`config.mk`:
```
export PLATFORM = sky130hd
export DESIGN_NAME = spd_decide
export DESIGN_NICKNAME = d
export VERILOG_FILES = /design/src/rtl/spd_pkg.sv /design/src/rtl/spd_decide.sv
export SDC_FILE = /design/constraint.sdc
export NUM_CORES = 1
export LEC_CHECK = 0
export ABC_CLOCK_PERIOD_IN_PS = 800
export BUFFER_PORTS_ARGS = -buffer_cell sky130_fd_sc_hd__buf_2
export CORE_UTILIZATION = 55
export DETAILED_ROUTE_END_ITERATION = 10
export HOLD_SLACK_MARGIN = 0.03
export PLACE_DENSITY = 0.77
export SETUP_SLACK_MARGIN = 0.3
export SYNTH_ARGS = -nofsm -noshare
export SYNTH_HDL_FRONTEND = slang
export SYNTH_SLANG_ARGS = --single-unit
```
`constraint.sdc`:
```
create_clock -name clk -period 0.8 [get_ports clk]
set_clock_uncertainty 0.1 [all_clocks]
set_input_delay 0.16 -clock clk [delete_from_list [all_inputs] [get_ports clk]]
set_output_delay 0.16 -clock clk [all_outputs]
set_load 0.02 [all_outputs]
```
`src/rtl/spd_pkg.sv`:
```
// shared types and constants for the sequential prefetch detector
// no dependencies
package spd_pkg;

    localparam logic [1:0] FUNC_RECORD = 2'd0;
    localparam logic [1:0] FUNC_QUERY  = 2'd1;
    localparam logic [1:0] FUNC_CLEAR  = 2'd2;

    localparam logic [1:0] MODE_NONE       = 2'd0;
    localparam logic [1:0] MODE_SEQUENTIAL = 2'd1;
    localparam logic [1:0] MODE_ADAPTIVE   = 2'd2;
    localparam logic [1:0] MODE_RANDOM     = 2'd3;

    localparam logic [1:0] REG_STRATEGY_MODE  = 2'd0;
    localparam logic [1:0] REG_WINDOW_LENGTH  = 2'd1;
    localparam logic [1:0] REG_AGGRESSIVENESS = 2'd2;

    localparam logic [1:0] RESET_STRATEGY_MODE  = 2'd1;
    localparam logic [4:0] RESET_WINDOW_LENGTH  = 5'd4;
    localparam logic [8:0] RESET_AGGRESSIVENESS = 9'd128;

    localparam int CFG_W = 9;

    typedef struct packed {
        logic [1:0]         func;
        logic [2:0]         table_index;
        logic signed [31:0] page_number;
    } item_t;

    typedef struct packed {
        logic       do_prefetch;
        logic [4:0] entries_examined;
        logic [4:0] sequential_pairs;
    } result_t;

    typedef struct packed {
        logic record;
        logic clear;
    } ctx_cmd_t;

    typedef enum logic [1:0] {
        ST_IDLE,
        ST_EXEC,
        ST_WALK,
        ST_DECIDE
    } state_t;

endpackage

```
`src/rtl/spd_decide.sv`:
```
// prefetch decision stage, registers the result and its strobe
// depends on spd_pkg
module spd_decide (
    input  logic             clk,
    input  logic             rst_n,
    input  logic             go,
    input  logic [1:0]       mode,
    input  logic [8:0]       aggr,
    input  logic [4:0]       n,
    input  logic [4:0]       pairs,
    output logic             done,
    output spd_pkg::result_t result
);

    logic             done_reg;
    spd_pkg::result_t result_reg;
    logic             decide;
    logic [4:0]       n_m1;
    logic [8:0]       seq_lhs;
    logic [8:0]       seq_rhs;
    logic [13:0]      ada_lhs;
    logic [13:0]      ada_rhs;

    always_comb
    begin
        n_m1    = n - 5'd1;
        seq_lhs = 9'(pairs) * 9'd10;
        seq_rhs = 9'(n_m1) * 9'd7;
        ada_lhs = {1'b0, pairs, 8'd0};
        ada_rhs = 14'(aggr) * 14'(n_m1);
        unique case (mode)
            spd_pkg::MODE_SEQUENTIAL: decide = (n >= 5'd3) && (seq_lhs > seq_rhs);
            spd_pkg::MODE_ADAPTIVE:   decide = (n >= 5'd2) && (ada_lhs > ada_rhs);
            spd_pkg::MODE_RANDOM:     decide = 1'b1;
            default:                  decide = 1'b0;
        endcase
    end

    always_ff @(posedge clk or negedge rst_n)
    begin
        if (!rst_n)
        begin
            done_reg <= 1'b0;
        end
        else
        begin
            done_reg <= go;
        end
    end

    always_ff @(posedge clk)
    begin
        if (go)
        begin
            result_reg.do_prefetch      <= decide;
            result_reg.entries_examined <= n;
            result_reg.sequential_pairs <= pairs;
        end
    end

    assign done   = done_reg;
    assign result = result_reg;

endmodule

```
; ---- Word level (Yosys, flattened, before mapping)
; Cells that the tools add are included.
[classes]
mux = 1
n_reduce_logical = 2
addsub = 1
eq_ne = 3
order_cmp = 4
n_mul = 3
[op_table]
columns = operator, count
row1 = 5-bit by 3-bit multiplier with 8-bit output (second input constant), 2
row2 = 13-bit by 14-bit > comparator with 1-bit output, 1
row3 = 9-bit by 5-bit multiplier with 14-bit output, 1
row4 = 5-bit by 2-bit >= comparator with 1-bit output (second input constant), 2
row5 = 9-bit by 8-bit > comparator with 1-bit output, 1
row6 = 5-bit by 1-bit subtractor with 5-bit output (second input constant), 1
row7 = 2-bit == test (second input constant), 2
row8 = 1-bit case mux with 3 select lines, 1
row9 = 2-bit by 1-bit == test with 1-bit output (second input constant), 1
row10 = 1-bit logical AND, 2
[word_totals]
elab_cells = 18
register_bits = 12
input_bits = 24
output_inout_bits = 12

; ---- Depth between registers and ports, before layout
[depth]
ltp_word = 5
depth_mapped = 25
ltp_nobuf = 24

; ---- Least setup slack after synthesis
; OpenSTA, ideal clock, no wires.
[synth_path]
path_kind = input port to flip-flop
from = in n[0]
to = reg result_reg, in the netlist result[10] (data pin)
path_stages = 24
setup_slack_ns = -4.741
arrival_ns = 5.175
setup_time_ns = 0.267
path_cell_list = inv_2 ha_1 nor3b_1 xor2_1 clkbuf_1 and2_1 fa_1 fa_1 inv_1 fa_1 inv_1 ha_1 a21oi_1 a21boi_0 o21ai_0 a21oi_1 nor4_1 a311oi_1 ha_1 nand4bb_1 a2111oi_0 o21ai_0 o31ai_1 o22ai_1
[synth_between]
elab_chain_cells = 5
word_cells_on_any_way = 10
classes_between = 1 x add/sub / 2 x mul / 4 x order compare / 1 x mux / 2 x reduce/logical
[synth_lines]
columns = element, line
row1 = from (decl), spd_decide.sv:9  ; input logic [4:0] n,
row2 = 5-bit by 1-bit subtractor with 5-bit output, spd_decide.sv:26  ; n_m1 = n - 5'd1;
row3 = 9-bit by 5-bit multiplier with 14-bit output / 5-bit by 3-bit multiplier with 8-bit output (equally long branches), "spd_decide.sv:30, spd_decide.sv:28"
row4 = 13-bit by 14-bit > comparator with 1-bit output / 9-bit by 8-bit > comparator with 1-bit output (equally long branches), "spd_decide.sv:33, spd_decide.sv:32"
row5 = "1-bit logical AND, on equally long branches", "spd_decide.sv:33, spd_decide.sv:32"
row6 = 1-bit case mux with 3 select lines *, spd_decide.sv:31  ; unique case (mode)
row7 = net decide, spd_decide.sv:17  ; logic decide;
row8 = to (decl), spd_decide.sv:16  ; spd_pkg::result_t result_reg;
; The timed path passes the listed nets; every way through them passes the cells marked *.
; A chain may end at the register's enable or synchronous reset.

; ---- Worst setup path in the final report
[layout_path]
from = in n[1]
to = reg result_reg, in the netlist result[10] (data pin)
; Same word-level chain as after synthesis.

==> out/qor.txt <==
Cell with the most instances after synthesis - ha_1
WP data arrival - 5.23 ns
Crit path required time - 0.70 ns
CP startpoint kind - primary input
Full die area - 4910 sq um
Static Leak - 0.00187 uW
First-pass GRT wire length - 12,700 um
Pwr dens - 2130 nW/um^2
Yosys warnings - 0
RSZ-0062 raised after global routing - true
Vias in the first global route - 2,686
Number of flops mapped to enable cells by yosys - 11
Pins Over Slew Limit - 0
CP max FO - 6
Antenna diodes - 0
Hold crit path type - in -> reg
Final ANT Viol Nets - 0
Reg power frac - 0.099
Die Y - 70.1 um
Final period util - 6.66
Final #Nets - 478
Vias - 2,750
Post-synth top area cell - ha_1
Most frequent CP cell - fa_1
Worst Hold Path EP - done$_DFF_PN0_
Total GRT Usage - 0.333
Synthesized area - 2550 sq um
Largest net degree at the start of global routing - 13
Endpoints failing hold - 0
Clk slew on worst S/H paths - 0.06 ns
Syn_nets - 371
Post-Synthesis Cells - 272
Max cap viols - 0
Top post-synthesis cells by area - ha_1 24%, fa_1 20%, edfxtp_1 13%
Post-synth top cells - 49 x ha_1, 40 x inv_1, 26 x fa_1
Hold_sp - go
Delay-heaviest family, CP - adder cells
Non-filler cells, final - 430
Clk network pwr share - 0.080
Crit. Startpoint - n[1]
VDD IR-drop max - 1.23 mV
Async S/R FF share, synth - 0.0833
CTS root buffer - clkbuf_8
Post-route setup TNS - -7.75 ns
Initial core utilization - 0.578
Synth top area share - 0.240
Pint - 4280 uW
H-tree depth - 1
Final min period - 5.33 ns
Share of cells above drive strength 1 - 0.378
Failing checks - setup timing
Critical Path Max Stage Delay - 0.53 ns
Synthesis-stage register bit count - 12
DRT Pass-1 Iters - 5
Highest attainable clock frequency - 188 MHz
Area growth syn-to-layout - 45.9%
I/O pin count - 36
Final Wtd Congestion - 0.838
Top_reg_cell synth - edfxtp_1
Placed cells - 416
Placed Area - 3360 sq um
Yosys cell types - 46
Placeable Area - 4410 sq um
Switch Pwr - 3650 uW
CTS Sinks - 12
CTS tree - done
Hpwl dp - 5230 um
Initial DRC Count - 342
Initial antenna violation count - 0
DR DRC count - 0
Register area share after synthesis - 0.139
Comb power frac - 0.821
Critical path class - in -> reg
Grt ovf - 0
Outcome - finished with violations
Worst-margin pin slew - 0.472 ns
Post-route design area - 3720 sq um
Crit path cell chain - buf_8 > inv_6 > ha_4 > nor3b_4 > xor2_1 > buf_4 > and2_4 > fa_1 > fa_1 > inv_1 > fa_1 > inv_2 > ha_4 > nand3_1 > a21boi_2 > o21ai_2 > a21oi_2 > xnor2_1 > ha_1 > nand4b_1 > a2111oi_2 > o21ai_1 > o31ai_2 > o22ai_1
Largest register FFs - 11
Post-DR wirelength/cell - 22.1 um
CTS max path bufs - 2
Final core occ - 0.843
Setup violators final - 14
Setup ws final - -4.53 ns
Crit. End Element - register
Crit-path slowest cell - fa_1
Buf/Inv on CP - 5
Max transition margin - 0.682
CTS Buf Count - 3
Avg Vias per Cell - 6.40
Die width - 70.1 um
Rows - 24
Switching Share - 0.460
Syn avg cell area - 9.38 sq um
Cells on Worst Hold Path - 1
I/O Buffers - 35
Final WL - 9520 um
## cell type report
class	instances	area, sq um
clock buffer	4	45.0
fill	224	693
inverter	41	175
multi-input combinational	215	2220
sequential	12	355
tap	52	65.1
timing repair buffer	106	865
## what timing repair did
| item | CTS | global route |
|---|---|---|
| gates resized for setup | 40 | 22 |
| pin swaps | 15 | 5 |
| endpoints found under the hold margin | 1 | 0 |
| setup buffers | 8 | 1 |
| hold buffers | 1 | 0 |
| setup endpoints to repair | 32 | 16 |
## stage by stage
stage                     power, uW  hold slack [ns]  setup slack [ns]
after floorplan                4320           -0.236             -4.16
after global placement         5800           -0.165             -4.52
after detailed placement       6010           -0.163             -4.67
after CTS                      6980           0.0375             -4.08
after global routing           8420           0.0377             -4.68
final                          7930           0.0364             -4.53
## power groups by stage
stage                     Clock [uW]  Combinational, uW  Sequential (uW)
final                            635               6510              788
after global routing             654               6970              789
after floorplan                    0               3460              860
after global placement             0               5020              779
after CTS                        584               5620              775
after detailed placement           0               5230              781
## how the worst max path moves through the flow
stage / to / cells after the start
3_5_place_dp: result[10]$_DFFE_PP_ / 23
2_1_floorplan: result[10]$_DFFE_PP_ / 24
3_3_place_gp: result[10]$_DFFE_PP_ / 24
4_1_cts: result[10]$_DFFE_PP_ / 23
6_report: result[10]$_DFFE_PP_ / 24
5_1_grt: result[10]$_DFFE_PP_ / 24
## routing by layer
metal,share of wire,vias to the layer above,track usage,wire length [um]
met3,0.096,105,0.0505,915
li1,-,1127,-,-
met5,0,-,0,0
met2,0.47,247,0.575,4520
met4,0.10,0,0.216,949
met1,0.33,1271,0.380,3140
## logic make-up (layout without fill, tap and decap cells)
| logic type | after synthesis | in the layout | share of synthesized area |
|---|---|---|---|
| compound gates | 45 | 45 | 0.118 |
| xor+xnor | 16 | 16 | 0.0549 |
| fa+ha+maj | 75 | 75 | 0.444 |
| buf+inv | 45 | 151 | 0.0662 |
| flops | 12 | 12 | 0.139 |
| mux | 1 | 1 | 0.00392 |
| simple gates | 78 | 78 | 0.173 |
## layout by cell type (no fill, tap or decap), types with 9 or more instances in the layout
master,n
edfxtp_1,11
buf_6,25
a21oi_1,10
buf_4,59
and2_1,14
inv_1,37
ha_1,43
xnor2_1,9
fa_1,25
nor2b_1,12
nand2_1,16
buf_2,19
(Power assumes the default switching activity.)
