[src/rtl/spd_pkg.sv]
// shared types and constants for the sequential prefetch detector
// no dependencies
package spd_pkg;

    localparam logic [1:0] FUNC_RECORD = 2'd0;
    localparam logic [1:0] FUNC_QUERY  = 2'd1;
    localparam logic [1:0] FUNC_CLEAR  = 2'd2;

    localparam logic [1:0] MODE_NONE       = 2'd0;
    localparam logic [1:0] MODE_SEQUENTIAL = 2'd1;
    localparam logic [1:0] MODE_ADAPTIVE   = 2'd2;
    localparam logic [1:0] MODE_RANDOM     = 2'd3;

    localparam logic [1:0] REG_STRATEGY_MODE  = 2'd0;
    localparam logic [1:0] REG_WINDOW_LENGTH  = 2'd1;
    localparam logic [1:0] REG_AGGRESSIVENESS = 2'd2;

    localparam logic [1:0] RESET_STRATEGY_MODE  = 2'd1;
    localparam logic [4:0] RESET_WINDOW_LENGTH  = 5'd4;
    localparam logic [8:0] RESET_AGGRESSIVENESS = 9'd128;

    localparam int CFG_W = 9;

    typedef struct packed {
        logic [1:0]         func;
        logic [2:0]         table_index;
        logic signed [31:0] page_number;
    } item_t;

    typedef struct packed {
        logic       do_prefetch;
        logic [4:0] entries_examined;
        logic [4:0] sequential_pairs;
    } result_t;

    typedef struct packed {
        logic record;
        logic clear;
    } ctx_cmd_t;

    typedef enum logic [1:0] {
        ST_IDLE,
        ST_EXEC,
        ST_WALK,
        ST_DECIDE
    } state_t;

endpackage

[src/rtl/spd_ctx.sv]
// per-table fill count and write pointer registers
// depends on spd_pkg
module spd_ctx #(
    parameter int HISTORY_DEPTH = 20,
    parameter int NUM_TABLES    = 8
) (
    input  logic                                             clk,
    input  logic                                             rst_n,
    input  spd_pkg::ctx_cmd_t                                cmd,
    input  logic [(NUM_TABLES > 1 ? $clog2(NUM_TABLES) : 1)-1:0] sel,
    output logic [$clog2(HISTORY_DEPTH+1)-1:0]              fill,
    output logic [$clog2(HISTORY_DEPTH)-1:0]                wp
);

    localparam int PTR_W  = $clog2(HISTORY_DEPTH);
    localparam int FILL_W = $clog2(HISTORY_DEPTH + 1);

    logic [FILL_W-1:0] fill_reg [NUM_TABLES];
    logic [PTR_W-1:0]  wp_reg   [NUM_TABLES];
    logic [PTR_W-1:0]  wp_inc;
    logic [FILL_W-1:0] fill_inc;

    assign fill = fill_reg[sel];
    assign wp   = wp_reg[sel];

    always_comb
    begin
        wp_inc = (32'(wp) + 32'd1 == 32'(HISTORY_DEPTH)) ? '0 : wp + PTR_W'(1);
        fill_inc = (32'(fill) < 32'(HISTORY_DEPTH)) ? fill + FILL_W'(1) : fill;
    end

    always_ff @(posedge clk or negedge rst_n)
    begin
        if (!rst_n)
        begin
            for (int t = 0; t < NUM_TABLES; t++)
            begin
                fill_reg[t] <= '0;
                wp_reg[t]   <= '0;
            end
        end
        else if (cmd.clear)
        begin
            fill_reg[sel] <= '0;
            wp_reg[sel]   <= '0;
        end
        else if (cmd.record)
        begin
            fill_reg[sel] <= fill_inc;
            wp_reg[sel]   <= wp_inc;
        end
    end

endmodule

[config.mk]
export PLATFORM = sky130hd
export DESIGN_NAME = spd_ctx
export DESIGN_NICKNAME = d
export VERILOG_FILES = /design/src/rtl/spd_pkg.sv /design/src/rtl/spd_ctx.sv
export SDC_FILE = /design/constraint.sdc
export NUM_CORES = 1
export LEC_CHECK = 0
export CAP_MARGIN = 10
export CORE_AREA = 2 2 104 106
export CTS_CLUSTER_SIZE = 28
export DETAILED_ROUTE_END_ITERATION = 6
export DIE_AREA = 0 0 106 108
export DONT_BUFFER_PORTS = 1
export SLEW_MARGIN = 20
export SYNTH_ARGS = -nofsm -noshare
export SYNTH_HDL_FRONTEND = slang
export SYNTH_SLANG_ARGS = --single-unit
[constraint.sdc]
create_clock -name clk -period 2.1 [get_ports clk]
set_input_delay 0.105 -clock clk [delete_from_list [all_inputs] [get_ports clk]]
set_output_delay 0.105 -clock clk [all_outputs]
set_load 0.02 [all_outputs]
# After elaboration in Yosys (flattened, before gate mapping)
# Cells that the tools add are included.
dict set report classes {
  multipliers 0
  eq_ne 1
  magnitude_cmp 3
  n_reduce_logical 2
  n_shift 0
  n_bitwise 4
  n_mux 16
  div_mod_pow 0
  add_sub_neg 3
}
# cell n
set ops {}
lappend ops {{two-way mux 40 bit} 4}
lappend ops {{bitwise AND 40 bit} 2}
lappend ops {{bitwise mux 40 bit} 2}
lappend ops {{NOT 40 bit} 1}
lappend ops {{two-way mux 5 bit} 7}
lappend ops {{binary-select mux 5 bit (select 3 bit)} 2}
lappend ops {{demux 5 bit (select 3 bit)} 1}
lappend ops {{adder 5 x 1 -> 5 bit (second input constant)} 2}
lappend ops {{adder 5 x 1 -> 6 bit (second input constant)} 1}
lappend ops {{equality test 6 x 5 -> 1 bit (second input constant)} 1}
lappend ops {{< comparator 5 bit (second input constant)} 1}
lappend ops {{greater-or-equal comparator 4 bit (second input constant)} 1}
lappend ops {{< comparator 4 x 1 -> 1 bit (second input constant)} 1}
lappend ops {{NOT 3 -> 4 bit} 1}
lappend ops {{nonzero test 2 bit} 1}
lappend ops {{logical AND 1 bit} 1}
dict set report word_totals {
  ramBits 0
  memories 0
  mem_bits_ro 0
  out_inout_bits 10
  latchBits 0
  reg_bits 80
  wordCells 45
}

# Depth between registers and ports, before layout
# Gate-level depths: netlist (run 1).
dict set report logic_depth {
  depth_word 10
  depth_mapped 12
  mapped_depth_nobuf 9
}

# Worst setup path after synthesis (run 1)
# No wires, ideal clock.
dict set report synth_timing {
  kind {input port to flip-flop}
  from {in sel[0] (netlist bit)}
  to {reg wp_reg[14] (netlist bit)}
  path_stages 12
  arrival_time_ns 2.305
  n_path_buf 3
  slack_ns -0.337
  t_required_ns 1.968
  setup_ns 0.132
  cell_sequence {buf_6 > buf_6 > buf_2 > mux2i_1 > o21ai_0 > a221oi_1 > inv_1 > ha_1 > nand2b_1 > mux2i_1 > a22oi_2 > o21ai_0}
}
dict set report synth_via {
  elab_chain_len 10
  elab_cells_between_ends 18
  cone_classes {2 x add/sub; 2 x order compare; 1 x eq/ne; 9 x mux; 3 x bitwise; 1 x reduce/logical}
}
# item line_no
set synth_lines {}
lappend synth_lines {{from (decl)} spd_ctx.sv:10} ;# input logic [(NUM_TABLES > 1 ? $clog2(NUM_TABLES) : 1)-1:0] sel,
lappend synth_lines {{NOT 3 -> 4 bit (not written as such) *} spd_ctx.sv:24} ;# assign wp = wp_reg[sel];
lappend synth_lines {{binary-select mux 5 bit (select 3 bit) *} spd_ctx.sv:24}
lappend synth_lines {{two-way mux 5 bit (not written as such) * (2 in a row)} spd_ctx.sv:24}
lappend synth_lines {{net wp[0]} spd_ctx.sv:12} ;# output logic [$clog2(HISTORY_DEPTH)-1:0] wp
lappend synth_lines {{adder 5 x 1 -> 6 bit} spd_ctx.sv:28} ;# wp_inc = (32'(wp) + 32'd1 == 32'(HISTORY_DEPTH)) ? '0 : wp + PTR_W'(1);
lappend synth_lines {{equality test 6 x 5 -> 1 bit} spd_ctx.sv:28}
lappend synth_lines {{two-way mux 5 bit *} spd_ctx.sv:28}
lappend synth_lines {{bitwise mux 40 bit *} spd_ctx.sv:50} ;# wp_reg[sel] <= wp_inc;
lappend synth_lines {{two-way mux 40 bit *} spd_ctx.sv:47} ;# else if (cmd.record)
lappend synth_lines {{two-way mux 40 bit *} spd_ctx.sv:42} ;# else if (cmd.clear)
lappend synth_lines {{to (signal, indexed assignment)} spd_ctx.sv:50}
lappend synth_lines {{to (decl)} spd_ctx.sv:19} ;# logic [PTR_W-1:0] wp_reg [NUM_TABLES];
# The timed path passes the listed nets; every way through them passes the cells marked *. The select of a mux whose other input is x is not followed.
# A chain may end at the register's enable or synchronous reset.

# Final worst setup path (run 1)
dict set report layout_timing {
  from {reg fill_reg[6] (netlist bit)}
  to {reg fill_reg[36] (netlist bit)}
}
dict set report layout_via {
  elab_chain_len 8
  elab_cells_between_ends 9
  cone_classes {1 x add/sub; 1 x order compare; 7 x mux}
}
# item line_no
set layout_lines {}
lappend layout_lines {{from (decl)} spd_ctx.sv:18} ;# logic [FILL_W-1:0] fill_reg [NUM_TABLES];
lappend layout_lines {{from (signal, indexed assignment)} spd_ctx.sv:49} ;# fill_reg[sel] <= fill_inc;
lappend layout_lines {{binary-select mux 5 bit (select 3 bit) *} spd_ctx.sv:23} ;# assign fill = fill_reg[sel];
lappend layout_lines {{two-way mux 5 bit (not written as such) * (2 in a row)} spd_ctx.sv:23}
lappend layout_lines {{adder 5 x 1 -> 5 bit or < comparator 5 bit (tied branches)} spd_ctx.sv:29} ;# fill_inc = (32'(fill) < 32'(HISTORY_DEPTH)) ? fill + FILL_W'(1) : fill;
lappend layout_lines {{two-way mux 5 bit *} spd_ctx.sv:29}
lappend layout_lines {{bitwise mux 40 bit *} spd_ctx.sv:49}
lappend layout_lines {{two-way mux 40 bit *} spd_ctx.sv:47}
lappend layout_lines {{two-way mux 40 bit *} spd_ctx.sv:42}
# Mark *: on every way between the ends. The rest lies on a longest branch, timed or not. The select of a mux whose other input is x is not followed.

==> results of run 1 <==
==> synth_stat cells (3+ instances only) <==
library cell  count
mux2i_1          14
a22o_1           23
buf_2             8
nand2b_1          3
clkbuf_1          8
dfrtp_1          80
nor3_1            8
and2_1            3
inv_1             7
nor2_1           15
buf_6             3
o31ai_1           3
o311ai_0          7
nor2b_1           9
nand3_1          13
mux2_2            3
nand2_1          70
nand3b_1          8
a21oi_1          14
o21ai_0          54
mux4_2            8
and3_1            4
==> power by group through the flow <==
stage                     registers (W)  clock network (W)  logic (W)
after floorplan                 0.00179                  0   0.000484
after global placement          0.00181                  0   0.000620
after detailed placement        0.00181                  0   0.000625
after CTS                       0.00178            0.00112   0.000675
after global routing            0.00181            0.00121   0.000862
final                           0.00179            0.00111   0.000789
==> cell type report <==
| class | count | area share (%) |
|---|---|---|
| tap | 136 | 3.49 |
| inverter | 8 | 0.615 |
| multi-input combinational | 293 | 44.1 |
| clock inverter | 7 | 1.28 |
| sequential | 80 | 41.0 |
| timing repair buffer | 39 | 6.97 |
| clock buffer | 9 | 2.54 |
==> layer usage <==
metal  vias to the layer above  track usage [%]  share of wire, %
li1                       1529                -                 -
met1                      1720             30.6                44
met2                       109             33.7                47
met3                        29             4.94               5.9
met4                         0             6.02               2.9
met5                         -                0                 0
==> kinds of logic after synthesis <==
logic type,count (synthesis)
compound gates,123
flops,80
fa+ha+maj,2
xor+xnor,3
mux,28
buf+inv,28
simple gates,137
==> placed cells by master (no fill, tap or decap), types with 5 or more instances in the layout <==
cell,instances
o21ai_0,46
nor2_1,13
mux2i_1,14
nor2b_1,9
a22o_1,23
dlygate4sd3_1,8
o21ai_1,9
buf_4,28
mux4_2,8
nand3_1,9
clkbuf_8,9
nor3_1,5
dfrtp_1,80
nand3b_1,8
o311ai_2,6
inv_1,5
nand2_1,69
a21oi_1,13
==> how the worst max path moves through the flow <==
stage                start            to  slack [ns]  cells past startpoint
2_1_floorplan  fill_reg[1]  fill_reg[27]       -0.02                      7
3_3_place_gp    wp_reg[11]     wp_reg[2]        0.03                      8
3_5_place_dp   fill_reg[1]  fill_reg[26]        0.01                      9
4_1_cts        fill_reg[1]  fill_reg[31]       -0.02                      9
5_1_grt        fill_reg[1]  fill_reg[36]       -0.09                      9
6_report       fill_reg[6]  fill_reg[36]      -0.006                      9
==> worst max-delay path, stage by stage, from the launching register on <==
cell and delay (ns):
dfrtp_1 0.40, mux4_2 0.50, mux2i_4 0.17, inv_2 0.07, ha_4 0.27, nand2_4 0.05, nor3_2 0.18, buf_4 0.17
nand3_2 0.09, o311ai_2 0.10
==> stage by stage <==
step	cells	power [W]	utilization, %	area (µm²)
global route	572	0.00388	47.7	4880
finish	572	0.00369	47.7	4880
global placement	543	0.00243	42.8	4380
CTS	563	0.00358	45.2	4620
floorplan	401	0.00227	-	4130
detailed placement	543	0.00244	42.8	4380
==> timing repair <==
item	CTS	global route
gates resized for setup	1	47
pin swaps	0	21
endpoints found under the setup margin	5	57
hold buffers	4	5
hold endpoints to repair	91	9
setup buffers	0	5
==> results by group, run 1 <==
STA
  • Final count of hold timing violations: 0
  • Clock Skew: around 0.018 ns
  • RSZ-0062 raised after global routing: true
  • Fin crit period: 2.11 ns
  • Setup TNS: -0.00761 ns
  • Fin. max-slew vios: 0
  • Slew @ Worst Pin: 0.775 ns
  • Final worst slack: -0.00615 ns
  • Final period util: 100%
  • Setup violators final: 2
  • Hold slack: between 0.01 and 0.015 ns
  • Max Clock Freq: 475 MHz
  • Slew headroom: approximately half

Pwr
  • Worst vdd ir: approximately 0.35 mV
  • Combinational share of power: between 20% and 30%
  • P_leak: between 2 and 2.5 nW
  • Sw power: approximately 0.0012 W
  • Net Sw Frac: about a third
  • Seq pwr share: around half
  • Internal power: ~0.0025 W
  • Clock power frac: between 30% and 40%
  • Power per cell area: between 700 and 800 mW/mm²

Setup path
  • Critical Path RT: approximately 2.4 ns
  • Crit-path max FO: 4
  • R2R Setup Slk: -0.006 ns
  • CP Launch Type: register
  • R2R cell count: 9
  • FF-to-FF Start: fill_reg[6]
  • Critical path class: register to register
  • Critical path data arrival time: between 2 and 2.5 ns
  • R2r endpoint: fill_reg[36]
  • Critical Path End Type: register

Floorplan
  • Die area: around 0.011 mm²
  • Starting Density: 39.9%
  • Die width: between 100 and 150 µm
  • Die Y: ~110 µm
  • Core ar.: a little over 0.01 mm²
  • IO Count: 17
  • Std-Cell Rows: 37

Synth
  • Largest family of logic cells by synthesized area: compound AO/OA/AOI/OAI gates
  • Syn_nets: 410
  • Mapped Cells: 401
  • #FFs+latches synth: 80
  • Synth async-reset ratio: between 90% and 100%
  • Mux cell area share after synthesis: under 10%
  • Syn Area/Cell: 10.2 µm²
  • Synth warn: 0
  • Synth area leader: dfrtp_1
  • Compound-cell area share of the yosys netlist: 20.1%
  • Post-Synth XOR/XNOR Area: under 10%
  • Post-synthesis sequential area ratio: between 40% and 50%
  • Top cell type's share of synthesized area: between 40% and 50%
  • Post-Synth Adder-Cell Area: 0.613%
  • Netlist cell types: 50
  • Synth area leaders: dfrtp_1 (49%), o21ai_0 (6.6%), nand2_1 (6.4%), a22o_1 (4.9%), mux4_2 (4.4%)
  • Synthesized cell area: roughly 0.0041 mm²
  • Main synth FF type: dfrtp_1
  • EDFF count, synth: 0
  • Synth Area in Simple Gates: 15.7%

Drt
  • Drc violations: 0
  • Detailed-route vias per instance: between 5 and 6
  • Pre-Repair DR Iteration Count: 5
  • ANT nets after route: 0
  • DR WL/cell: around 21 µm
  • DRT iter0 DRCs: around 240
  • Via count: 3387
  • Drt total wl: approximately 12000 µm

Outcome
  • Failing checks: setup timing
  • Status: complete, but fails checks

Final layout
  • Fill count: 934
  • Reg area: 0.00200 mm²
  • Layout Nets: between 400 and 500
  • Ant. Diodes: 0
  • Footprint of the multi-input gates: roughly 0.0022 mm²
  • Layout cells sized above 1: 22.9%
  • P&R area growth vs syn: 19.6%

Clocking
  • TritonCTS clock tree: done
  • Clock root cell: clkbuf_8
  • CTS Buf Count: 9
  • Clk_lat worst skew: ~0.36 ns
  • Longest Clk Path Bufs: 2
  • CTS H-tree lvls: 3
  • Clock sinks: 80
  • Clk slew on worst S/H paths: 0.10 ns

Hold path
  • Worst Hold End: fill_reg[39]
  • Hold Crit Start: sel[2]
  • HP Class: input port to register
  • Hold path depth: 2

Global routing
  • Initial antenna violation count: 0
  • Largest net degree at the start of global routing: 81
  • GRT Resource Usage Total: about 22%
  • First-pass GRT wire length: 18800 µm
  • Total gr overflow: 0
  • Number of global-route vias before repair: 3321

Placed design
  • GPL Wtd Cong: roughly 0.80
  • Dpl ws: 0.0143 ns
  • IO Port Bufs: 0
  • Hpwl dp: between 7000 and 8000 µm

Flow run
  • Max-Cap Viols: 0
Power figures use the tool's default switching activity.
==> run 2: changes to the inputs <==
clock period = 2.2 ns   (was 2.1 ns; I/O delays follow)
==> run 2 against run 1 <==
The run now ends clean. Register-to-register slack improved by 0.08 ns. Critical path depth decreased by 2. Clock power about the same. Die area unchanged. Critical endpoint is now fill_reg[27]. Via count decreased by 1.9%. Worst hold slack improved by 0.013 ns.
==> results by group, run 2 (same netlist as run 1, synthesis figures left out) <==
Placed design
  • Hpwl dp: 7360 µm (was 7530 µm)
  • DP Cell Count: 539 (was 543)
  • IO Port Bufs: 0 (unchanged)
  • GPL Wtd Cong: 0.827 (was 0.804)

Pwr
  • Worst vdd ir: 0.563 mV (was 0.351 mV)
  • Total power: 0.00350 W (was 0.00369 W)
  • P_leak: 1.98 nW (was 2.05 nW)
  • Power per cell area: 750 mW/mm² (was 755 mW/mm²)

Setup path
  • Critical path class: register to register (unchanged)
  • CP Launch Type: register (unchanged)
  • Critical path data arrival time: 2.39 ns (was 2.37 ns)
  • Crit-path max FO: 8 (was 4)
  • Critical Path RT: 2.47 ns (was 2.36 ns)
  • Critical Path End Type: register (unchanged)

Clocking
  • CTS H-tree lvls: 3 (unchanged)
  • CTS Buf Count: 9 (unchanged)
  • Clock sinks: 80 (unchanged)
  • Clk slew on worst S/H paths: 0.09 ns (was 0.10 ns)
  • Clk_lat worst skew: 0.38 ns (was 0.36 ns)
  • TritonCTS clock tree: done (unchanged)
  • Longest Clk Path Bufs: 2 (unchanged)
  • Clock root cell: clkbuf_8 (unchanged)

Final layout
  • P&R area growth vs syn: 14.5% (was 19.6%)
  • Util after Layout: 45.7% (was 47.7%)
  • Post-Layout Cell Count: 563 (was 572)
  • Ant. Diodes: 0 (unchanged)
  • Layout Nets: 431 (was 440)
  • Layout cells sized above 1: 17.6% (was 22.9%)
  • Most frequent cells in the layout: dfrtp_1 (80), nand2_1 (70), o21ai_0 (53), a22o_1 (23), buf_4 (23) (was dfrtp_1 (80), nand2_1 (69), o21ai_0 (46), buf_4 (28), a22o_1 (23))
  • Most common cell after layout, fill and taps aside: dfrtp_1 (unchanged)

Floorplan
  • Std-Cell Rows: 37 (unchanged)
  • IO Count: 17 (unchanged)
  • Die width: 106 µm (unchanged)
  • Starting Density: 39.9% (unchanged)
  • Die Y: 108 µm (unchanged)
  • Die area: 0.0114 mm² (unchanged)
  • Core ar.: 0.0102 mm² (unchanged)

Drt
  • Drc violations: 0 (unchanged)
  • Drt total wl: 12000 µm (was 12100 µm)
  • Pre-Repair DR Iteration Count: 4 (was 5)
  • DR WL/cell: 21.2 µm (about the same)
  • Detailed-route vias per instance: 5.90 (was 5.92)
  • DRT iter0 DRCs: 302 (was 236)
  • ANT nets after route: 0 (unchanged)
  • Via count: 3324 (was 3387)

Global routing
  • GRT Resource Usage Total: 22.2% (was 21.7%)
  • Number of global-route vias before repair: 3265 (was 3321)
  • GRT met1 Usage: 30.5% (was 30.6%)
  • Met3 usage: 4.64% (was 4.94%)
  • Total gr overflow: 0 (unchanged)
  • Busiest layer in global routing: met2 (unchanged)
  • First-pass GRT wire length: 18900 µm (was 18800 µm)
  • GR Util met2: 34.7% (was 33.7%)
  • Initial antenna violation count: 0 (unchanged)
  • Largest net degree at the start of global routing: 81 (unchanged)

STA
  • RSZ-0062 raised after global routing: true (unchanged)
  • Clock Skew: 0.0105 ns (was 0.0178 ns)
  • Slew headroom: 64.7% (was 48.1%)
  • Max Clock Freq: 471 MHz (was 475 MHz)
  • Slew @ Worst Pin: 0.528 ns (was 0.775 ns)
  • Final period util: 96.5% (was 100%)
  • Setup violators final: 0 (was 2)
  • Setup TNS: 0 ns (was -0.00761 ns)
  • Fin. max-slew vios: 0 (unchanged)
  • Fin crit period: 2.12 ns (was 2.11 ns)
  • Final count of hold timing violations: 0 (unchanged)
  • Hold slack: 0.0227 ns (was 0.0101 ns)

Outcome
  • Status: finished clean (was complete, but fails checks)

Hold path
  • HP Class: input port to register (unchanged)

Flow run
  • Max-Cap Viols: 0 (unchanged)
-- run 2: cell count changes in the layout (fill, tap and decap cells not counted), moves of 5 or more --
cell	delta
buf_4	-5
o21ai_0	+7
o21ai_1	-6
o311ai_0	+7
o311ai_2	-6
-- run 2: power by group --
part,switching (W),internal [W]
Combinational,0.000373,0.000280
Clock,0.000605,0.000537
Sequential,0.0000864,0.00162
Total,0.00106,0.00244
-- run 2: layout make-up --
class | count | area (µm²)
Tap cell | 136 | 170
Inverter | 8 | 30.0
Clock inverter | 7 | 80.1
Fill cell | 1003 | 5560
Sequential cell | 80 | 2000
Multi-Input combinational cell | 293 | 2000
Clock buffer | 9 | 124
Timing Repair Buffer | 30 | 260
-- run 2: path summary, 6_finish.rpt --
check                        startpoint           end  slack, ns  cells after the start
setup / recovery           fill_reg[21]  fill_reg[27]       0.08                      7
hold / removal                   cmd[0]   fill_reg[0]       0.02                      2
setup reg to reg           fill_reg[21]  fill_reg[27]       0.08                      7
hold reg to reg               wp_reg[3]     wp_reg[3]       0.49                      2
max in group asynchronous         rst_n     wp_reg[5]       1.55                      2
min in group asynchronous         rst_n   fill_reg[0]       0.33                      2
-- run 2: what timing repair did --
item	CTS	global route
endpoints found under the setup margin	0	47
buffers inserted	0	1
endpoints found under the hold margin	91	0
hold buffers	7	0
resized for setup	0	10
-- run 2: routing by layer --
metal	vias up	routed length, µm
li1	1505	-
met3	23	746
met1	1687	5370
met4	0	244
met2	109	5590
met5	-	0
-- run 2: metrics by stage --
step / setup slack (ns) / area [µm²]
finish: 0.0774 / 4670
global route: -0.0530 / 4670
CTS: 0.0318 / 4620
detailed placement: 0.0723 / 4330
global placement: 0.0892 / 4330
floorplan: 0.00948 / 4100
-- run 2: worst max-delay path, cell delays in order, from the launching register on --
cell and delay, ns:
dfrtp_1 0.40, mux4_2 0.51, mux2i_4 0.18, inv_2 0.05
ha_1 0.20, a21boi_0 0.13, o22a_2 0.31, a22o_1 0.23
